## src/ctrl_rle_pkg.sv

```systemverilog
`timescale 1ns / 1ps

package ctrl_rle_pkg;

  localparam logic [2:0] OP_LOAD       = 3'd0;
  localparam logic [2:0] OP_REC_START  = 3'd1;
  localparam logic [2:0] OP_REC        = 3'd2;
  localparam logic [2:0] OP_PLAY_START = 3'd3;
  localparam logic [2:0] OP_TICK       = 3'd4;

  localparam logic [31:0] SAMPLE_MASK = 32'hFF00_FFFF;
  localparam logic [31:0] COUNT_ONE   = 32'h0001_0000;
  localparam logic [7:0]  COUNT_MAX   = 8'hFF;

  typedef enum logic [2:0] {
    KIND_LOAD,
    KIND_REC_START,
    KIND_REC,
    KIND_PLAY_START,
    KIND_TICK,
    KIND_NOP
  } kind_e;

  typedef struct packed {
    kind_e       kind;
    logic [11:0] slot;
    logic [31:0] data;
    logic [7:0]  sx;
    logic [7:0]  sy;
    logic [3:0]  buttons;
    logic        halt;
  } cmd_t;

  // Coded word for a sample: sticks in the low half, buttons on top, count zero.
  function automatic logic [31:0] pack_sample(input cmd_t c);
    return {c.buttons, 4'b0000, 8'h00, c.sy, c.sx};
  endfunction

endpackage

```

## src/ctrl_rle_front.sv

```systemverilog
`timescale 1ns / 1ps

module ctrl_rle_front (
  input  logic                clk_i,
  input  logic                rst_ni,
  input  logic                start_i,
  input  logic [2:0]          op_i,
  input  logic [11:0]         slot_i,
  input  logic [31:0]         load_data_i,
  input  logic signed [7:0]   stick_x_i,
  input  logic signed [7:0]   stick_y_i,
  input  logic [3:0]          buttons_in_i,
  input  logic                halt_i,
  output logic                busy_o,
  output logic                cmd_valid_o,
  output ctrl_rle_pkg::cmd_t  cmd_o,
  input  logic                cmd_pop_i
);

  ctrl_rle_pkg::cmd_t entry_q [2];
  ctrl_rle_pkg::cmd_t cmd_in;
  logic [1:0]         count_q, count_d;
  logic               wr_ptr_q, rd_ptr_q;
  logic               push, pop;

  always_comb begin
    cmd_in.slot    = slot_i;
    cmd_in.data    = load_data_i;
    cmd_in.sx      = stick_x_i;
    cmd_in.sy      = stick_y_i;
    cmd_in.buttons = buttons_in_i;
    cmd_in.halt    = halt_i;
    case (op_i)
      ctrl_rle_pkg::OP_LOAD:       cmd_in.kind = ctrl_rle_pkg::KIND_LOAD;
      ctrl_rle_pkg::OP_REC_START:  cmd_in.kind = ctrl_rle_pkg::KIND_REC_START;
      ctrl_rle_pkg::OP_REC:        cmd_in.kind = ctrl_rle_pkg::KIND_REC;
      ctrl_rle_pkg::OP_PLAY_START: cmd_in.kind = ctrl_rle_pkg::KIND_PLAY_START;
      ctrl_rle_pkg::OP_TICK:       cmd_in.kind = ctrl_rle_pkg::KIND_TICK;
      default:                     cmd_in.kind = ctrl_rle_pkg::KIND_NOP;
    endcase
  end

  assign busy_o      = (count_q == 2'd2);
  assign cmd_valid_o = (count_q != 2'd0);
  assign cmd_o       = entry_q[rd_ptr_q];
  assign push        = start_i && !busy_o;
  assign pop         = cmd_pop_i && cmd_valid_o;

  always_comb begin
    case ({push, pop})
      2'b10:   count_d = count_q + 2'd1;
      2'b01:   count_d = count_q - 2'd1;
      default: count_d = count_q;
    endcase
  end

  always_ff @(posedge clk_i or negedge rst_ni) begin
    if (!rst_ni) begin
      count_q  <= 2'd0;
      wr_ptr_q <= 1'b0;
      rd_ptr_q <= 1'b0;
    end else begin
      count_q <= count_d;
      if (push) begin
        wr_ptr_q <= !wr_ptr_q;
      end
      if (pop) begin
        rd_ptr_q <= !rd_ptr_q;
      end
    end
  end

  always_ff @(posedge clk_i) begin
    if (push) begin
      entry_q[wr_ptr_q] <= cmd_in;
    end
  end

endmodule

```

## config.mk

```make
export PLATFORM = sky130hd
export DESIGN_NAME = ctrl_rle_front
export DESIGN_NICKNAME = d
export VERILOG_FILES = /design/src/ctrl_rle_pkg.sv /design/src/ctrl_rle_front.sv
export SDC_FILE = /design/constraint.sdc
export NUM_CORES = 1
export LEC_CHECK = 0
export ABC_CLOCK_PERIOD_IN_PS = 10000
export BUFFER_PORTS_ARGS = -buffer_cell sky130_fd_sc_hd__clkbuf_2
export CORE_MARGIN = 2
export CORE_UTILIZATION = 56
export DETAILED_ROUTE_END_ITERATION = 16
export HOLD_SLACK_MARGIN = 0.1
export PLACE_DENSITY = 0.87
export SYNTH_ARGS = -nofsm -noshare
export SYNTH_HDL_FRONTEND = slang
export SYNTH_SLANG_ARGS = --single-unit
```

## constraint.sdc

```tcl
create_clock -name clk_i -period 10 [get_ports clk_i]
set_input_delay 0 -clock clk_i [delete_from_list [all_inputs] [get_ports clk_i]]
set_output_delay 0 -clock clk_i [all_outputs]
set_load 0.02 [all_outputs]
```

# [Word level (Yosys, flattened, before mapping)]
# Memory sizes are Yosys's and may differ from the RTL's.
# Index checks and enable logic that the tools add are counted.
[op_classes] mux=4 reduce_logical=8 eq_ne=7 add_sub_neg=2
[ops] cell="3-bit case mux with 5 select lines" n=1
[ops] cell="3-bit by 2-bit equality test with 1-bit output, second input constant" n=2
[ops] cell="2-bit equality test, second input constant" n=2
[ops] cell="2-bit case mux with 2 select lines" n=1
[ops] cell="2-bit nonzero test" n=2
[ops] cell="3-bit by 1-bit equality test with 1-bit output, second input constant" n=1
[ops] cell="3-bit equality test, second input constant" n=1
[ops] cell="1-bit logical NOT" n=3
[ops] cell="3-bit logical NOT" n=1
[ops] cell="2-bit by 1-bit adder with 2-bit output, second input constant" n=1
[ops] cell="2-bit by 1-bit equality test with 1-bit output, second input constant" n=1
[ops] cell="1-bit logical AND" n=2
[ops] cell="1-bit 2-to-1 mux" n=2
[ops] cell="2-bit by 1-bit subtractor with 2-bit output, second input constant" n=1
[totals] mem_bits_rw=136 memories=1 in_bits=72 ff_bits=4 output_inout_bits=70
[memory_table] name="entry_q" depth=2 word_bits=68 rd=1 rd_ports_with_merged_regs=0 write_ports=1 line="ctrl_rle_front.sv:20" source="ctrl_rle_pkg::cmd_t entry_q [2];"

# [Depth between registers and ports, before layout]
# Gate-level depths: netlist (run 1).
[logic_depth] depth_word=5 ltp_mapped=6 ltp_nobuf=6

# [Worst setup path after synthesis (run 1)]
# OpenSTA, ideal clock, no wires.
[synth_path] kind="register to register" from="reg count_q[0]" to="mem entry_q[0][0] in the netlist's numbering, enable pin" stages_incl_launch_ff=4 setup_time_ns=0.494 arrival_ns=3.471 required_time_ns=9.506 setup_slack_ns=6.035 synth_period_minus_slack_ns=3.965 path_buffers=0 cell_sequence="dfrtp_1 -> nand2b_1 -> nand2_1 -> nor2_1"
[synth_between] elab_chain_cells=5
[synth_rtl] item="start: declaration" line="ctrl_rle_front.sv:22" source="logic [1:0] count_q, count_d;"
[synth_rtl] item="start signal: assignment" line="ctrl_rle_front.sv:63" source="count_q <= count_d;"
[synth_rtl] item="2-bit equality test" line="ctrl_rle_front.sv:43" source="assign busy_o = (count_q == 2'd2);"
[synth_rtl] item="1-bit logical NOT" line="ctrl_rle_front.sv:46" source="assign push = start_i && !busy_o;"
[synth_rtl] item="1-bit logical AND" line="ctrl_rle_front.sv:46"
[synth_rtl] item="1-bit 2-to-1 mux" line="ctrl_rle_front.sv:74" source="if (push) begin"
[synth_rtl] item="1-bit 2-to-1 mux (not written as such)" line="ctrl_rle_front.sv:75" source="entry_q[wr_ptr_q] <= cmd_in;"
[synth_rtl] item="end: declaration" line="ctrl_rle_front.sv:20"
# Every way passes these cells.

==> metrics.yaml, run 1 <==
maxCapViolations: 0
vias_per_cell: 5.08
dp_hpwl_mm: 5.32
vias: 2950
layout-drive-gt1-share: 0.521
multi_input_area_sq_um: 925
rsz0062_at_grt: "no"
numCtsBuffers: 17
worstRegToRegCells: 4
grt_pass1_vias: 3211
yosys_warnings: 0
start_util: 0.567
yosysSeqAreaShare: 0.810
worst_setup_path_end_kind: "output pin"
grt_pass1_wl_mm: 15.6
routabilityCongestion: 0.693
n_antenna_cell: 0
drc: 0
crit_end: "cmd_o[33]"
outcome: "finished, final reports clean"
whs_path_depth: 2
io_buffers: 141
drt_iter0_drc: 117
startpoint_type: "register"
worstReg2RegEnd: "entry_q[0][3]"
synth_area_sq_um: 5170
synth_nets: 306
rows: 35
fmax_mhz: 459
synthCells: 233
antenna_found_initial: 0
clk_path_buf_depth: 2
finalSetupViolCount: 0
grt_max_degree: 70
wl_per_cell_um: 17.6
clk_pin_slew_ps: 60
layout_min_cycle_time_ps: 2180
critPathLaunch: "rd_ptr_q"
power_density_nw_per_um2: 290
fin_crit_sh: 0.218
synth_seq_cells: 140
top_level_ports: 142
finalWirelength_mm: 10.2
ir_drop_v: 0.000282
r2r-start: "count_q[0]"
total_power_uw: 2110
core_area_sq_um: 9110
syn_area_per_cell_sq_um: 22.2
worst_pin_slew_ps: 958
cts_sinks: 140
worstSkewPairLatency_ps: 500
cts_tree: "done"
drv_slew: 0
htreeDepth: 4
grt_overflow_total: 0
synth.area.top_cells: "edfxtp_1, mux2_2, mux2_4, dfrtp_1, xnor2_1"
fin_skew_ps: 6.63
fp.dieH_um: 100
criticalPathCategory: "register to output pin"
synth.distinct_cells: 20
yosysTopAreaCell: "edfxtp_1"
seqCellArea_sq_um: 4190
fillCellCount: 470
first_pass_iters: 4
arrival_ps: 2180
synth_top_area_share: 0.791
path_max_fanout: 69
root_buffer: "clkbuf_8"
hold_path_class: "input port to register"
die_area_sq_um: 10000
max-slew-margin-rel: 0.361
grt_usage: 0.213
rrSetupSlack_ps: 8050
final-hold-violation-count: 0
dieWidth_um: 100
syn2layout_area_growth_pct: 40.5
ant_nets: 0
fin_tns_setup_ps: 0
fin_nets: 531
total_leakage_power_uw: 0.00284
required_ps: 10000
## placed cells by master (no fill, tap or decap), types with 2 or more instances in the layout
master,netlist,final
bufinv_16,0,2
clkbuf_16,0,16
clkbuf_2,0,141
clkinv_2,0,2
clkinv_4,0,3
clkinvlp_4,0,4
dfrtp_1,4,3
dlygate4sd3_1,0,73
edfxtp_1,136,136
inv_6,0,2
mux2_2,58,58
mux2_4,10,10
xnor2_1,3,3
xor2_1,2,2
## flip-flops by register name, summed over array words and instances (netlist names)
signal    cells
entry_q     136
count_q       2
wr_ptr_q      1
rd_ptr_q      1
## power by group
group | internal, uW | total (uW) | switching, uW
registers | 806 | 897 | 91.1
clock network | 353 | 584 | 231
logic | 272 | 628 | 355
total | 1430 | 2110 | 677
## synthesized netlist by cell type (all sizes together)
master / instances
a21o: 1
and2: 1
and3: 1
buf: 8
clkbuf: 1
dfrtp: 4
edfxtp: 136
ha: 1
inv: 1
mux2: 68
nand2: 1
nand2b: 1
nor2: 2
nor2b: 1
or2: 1
xnor2: 3
xor2: 2
## critical path, cell delays in order (launching register included)
cell	delay, ps
dfrtp_4	1060
mux2_2	420
clkbuf_2	160
## area by class of cell
| cell class | instances | share of cell area |
|---|---|---|
| Multi-Input combinational cell | 83 | 0.127 |
| Timing Repair Buffer | 215 | 0.199 |
| Clock buffer | 17 | 0.0570 |
| Inverter | 1 | 0.000517 |
| Sequential cell | 140 | 0.577 |
| Tap cell | 111 | 0.0191 |
| Clock inverter | 14 | 0.0203 |
## metal layers
metal	share of wire	track usage
met1	0.38	0.232
met3	0.051	0.0613
met2	0.56	0.392
met5	0	0
met4	0.011	0.0801
## what timing repair did
action | 4_1_cts | 5_1_grt
setup buffers | 0 | 0
resized for setup | 0 | 0
hold buffers | 73 | 0
hold endpoints to repair | 143 | 0
## worst min path at each step
stage | start | endpoint | slack, ps
2_1_floorplan | rst_ni | count_q[0] | -300
3_3_place_gp | rst_ni | count_q[0] | -190
3_5_place_dp | rst_ni | count_q[1] | -190
4_1_cts | load_data_i[5] | entry_q[1][26] | 200
5_1_grt | stick_y_i[4] | entry_q[0][9] | 200
6_report | stick_y_i[4] | entry_q[0][9] | 220
## through the flow
stage | cell area (sq um) | util | hold slack [ps] | setup slack [ps] | instances
2_1_floorplan | 5170 | - | -296 | 6040 | 233
3_3_place_gp | 5970 | 0.655 | -191 | 8140 | 477
3_5_place_dp | 5970 | 0.655 | -188 | 8050 | 477
4_1_cts | 7260 | 0.797 | 199 | 7780 | 581
5_1_grt | 7260 | 0.797 | 201 | 7710 | 581
6_report | 7260 | 0.797 | 215 | 7820 | 581
## logic make-up (layout without fill, tap and decap cells)
kind of cell / after synthesis / after routing / share of synthesized area
multiplexers: 68 / 68 / 0.155
adder cells (fa/ha/maj): 1 / 1 / 0.00242
XOR/XNOR: 5 / 5 / 0.00848
AND/OR/NAND/NOR: 8 / 8 / 0.00872
AO/OA/AOI/OAI: 1 / 1 / 0.00145
buffers and inverters: 10 / 247 / 0.0136
flip-flops: 140 / 140 / 0.810
No activity file was read; power rests on OpenSTA's default activity.
==> run 2: changes to the inputs <==
- ABC_CLOCK_PERIOD_IN_PS: 10000 -> 1830
- CORE_UTILIZATION: 56 -> 47
- PLACE_DENSITY: 0.87 -> 0.78
- clock period: 10 -> 1.83 ns (I/O delays scaled with it)
==> run 2 against run 1 <==
Non-clock buffer count up 5. Sequential share of layout area down 0.91 points. Routed wire length down 6.2%. First-iteration DRC count up 19%. Clock power rose to 5.3 times the previous value. Core utilization down 11 points. Cell count up 5.9%. Worst setup slack worse by 7800 ps. Register-to-register slack worse by 7900 ps. Die area up 18%. Sequential cell count unchanged. Critical path type unchanged.
==> metrics.yaml, run 2 (synthesis results as in run 1) <==
wl_per_cell_um: 15.6  # -11%
cts_sinks: 140  # unchanged
dp_hpwl_mm: 5.69  # +6.8%
total_leakage_power_uw: 0.00288  # +1.4%
clk_path_buf_depth: 2  # unchanged
first_pass_iters: 4  # unchanged
n_antenna_cell: 0  # unchanged
worst_setup_path_end_kind: "output pin"
rows: 38  # +8.6%
routabilityCongestion: 0.687  # -0.79%
htreeDepth: 4  # unchanged
arrival_ps: 1760  # -420 ps
finalSetupViolCount: 0  # unchanged
final-hold-violation-count: 0  # unchanged
placed_cells: 511  # +7.1%
largest_reg_flops: 136  # unchanged
layout-drive-gt1-share: 0.528  # +0.00714
hold_path_class: "input port to register"
fin_nets: 536  # +0.94%
final_cell_mix: "clkbuf_2, edfxtp_1, dlygate4sd3_1, mux2_2, clkbuf_16"
core_area_sq_um: 10800  # +18%
ant_nets: 0  # unchanged
maxCapViolations: 0  # unchanged
largest_registers: "entry_q x136, count_q x2"
fp.dieH_um: 109  # +8.8%
fmax_mhz: 568
vias_per_cell: 4.79  # -5.6%
max-slew-margin-rel: 0.802  # +0.441
power_density_nw_per_um2: 1570  # +440%
io_buffers: 141  # unchanged
rsz0062_at_grt: "no"
syn2layout_area_growth_pct: 42.8
crit_slowest_cell: "dfrtp_4"
worst_pin_slew_ps: 297  # -661 ps
grt_usage: 0.169  # -0.0438
fin_util: 0.684  # -0.114
numCtsBuffers: 17  # unchanged
clk_pin_slew_ps: 60  # about the same
grt_max_degree: 51  # -27%
cts_tree: "done"
required_ps: 1830  # -8170 ps
root_buffer: "clkbuf_8"
final_common_cell: "clkbuf_2"
drt_iter0_drc: 139  # +19%
ir_drop_v: 0.000938  # +230%
startpoint_type: "register"
grt_pass1_wl_mm: 14.7  # -6.0%
rrSetupSlack_ps: 200  # -7850 ps
grt_overflow_total: 0  # unchanged
total_power_uw: 11600  # +450%
criticalPathCategory: "register to output pin"
grt_pass1_vias: 3156  # -1.7%
final_cell_count_no_fill: 615  # +5.9%
die_area_sq_um: 11800  # +18%
outcome: "finished, final reports clean"
vias: 2948  # -0.068%
layout_min_cycle_time_ps: 1760
worstSkewPairLatency_ps: 500  # about the same
path_max_fanout: 42  # -39%
finalWirelength_mm: 9.58  # -6.2%
crit_chain: "buf_12 > mux2_2 > clkbuf_2"
path_buf_inv: 2  # +1
critPathMaxStageDelay_ps: 430  # -630 ps
fin_crit_sh: 0.963
cp_top_family: "flip-flops"
drc: 0  # unchanged
dieWidth_um: 109  # +8.8%
start_util: 0.479  # -0.0885
antenna_found_initial: 0  # unchanged
fin_skew_ps: 5.86  # -0.772 ps
top_level_ports: 142  # unchanged
drv_slew: 0  # unchanged
top_register: "entry_q"
run 2: cell types whose count changed in the layout (fill, tap and decap cells not counted), sizes merged:
cell	delta
inv	-2
buf	+5
clkinvlp	+1
clkinv	+1
run 2: layer usage:
| metal | vias to the layer above | GRT usage | share of wire |
|---|---|---|---|
| li1 | 1376 | - | - |
| met1 | 1435 | 0.190 | 0.40 |
| met2 | 114 | 0.288 | 0.52 |
| met3 | 23 | 0.0496 | 0.054 |
| met4 | 0 | 0.0943 | 0.026 |
| met5 | - | 0 | 0 |
run 2: worst register-to-register path, stage by stage, from the launching register on:
cell and delay [ps]:
dfrtp_1 430, or2_2 330, and2_4 170, ha_1 300, nor2_1 150, xor2_1 160
run 2: area by class of cell:
| class | instances | area (sq um) |
|---|---|---|
| sequential | 140 | 4190 |
| fill | 699 | 3420 |
| clock buffer | 17 | 414 |
| multi-input combinational | 83 | 940 |
| clock inverter | 14 | 130 |
| tap | 140 | 175 |
| inverter | 1 | 3.75 |
| timing repair buffer | 220 | 1530 |
run 2: timing repair:
item / 4_1_cts / 5_1_grt
hold buffers: 73 / 0
setup endpoints to repair: 25 / 3
setup buffers: 0 / 0
hold endpoints to repair: 144 / 0
resized for setup: 1 / 1
run 2: where the power goes:
part	switching, uW	internal (uW)
Combinational	2240	1630
Sequential	200	4390
Clock	1190	1900
Total	3630	7930
run 2: path summary, 6_finish.rpt:
path	startpoint	endpoint	cells past startpoint
worst max-delay path	rd_ptr_q	cmd_o[23]	3
worst min-delay path	slot_i[5]	entry_q[1][58]	2
worst max register to register	count_q[1]	count_q[1]	5
worst min register to register	count_q[0]	count_q[0]	1
max in group asynchronous	rst_ni	rd_ptr_q	3
min in group asynchronous	rst_ni	count_q[0]	3
run 2: stage by stage:
stage	hold WS, ps	setup WS [ps]	setup TNS, ps	instance area (sq um)
finish	220	68.1	0	7380
global route	206	11.0	0	7380
CTS	188	30.4	0	7370
detailed placement	-185	223	0	6090
global placement	-189	298	0	6090
floorplan	-296	-200	-16750	5190
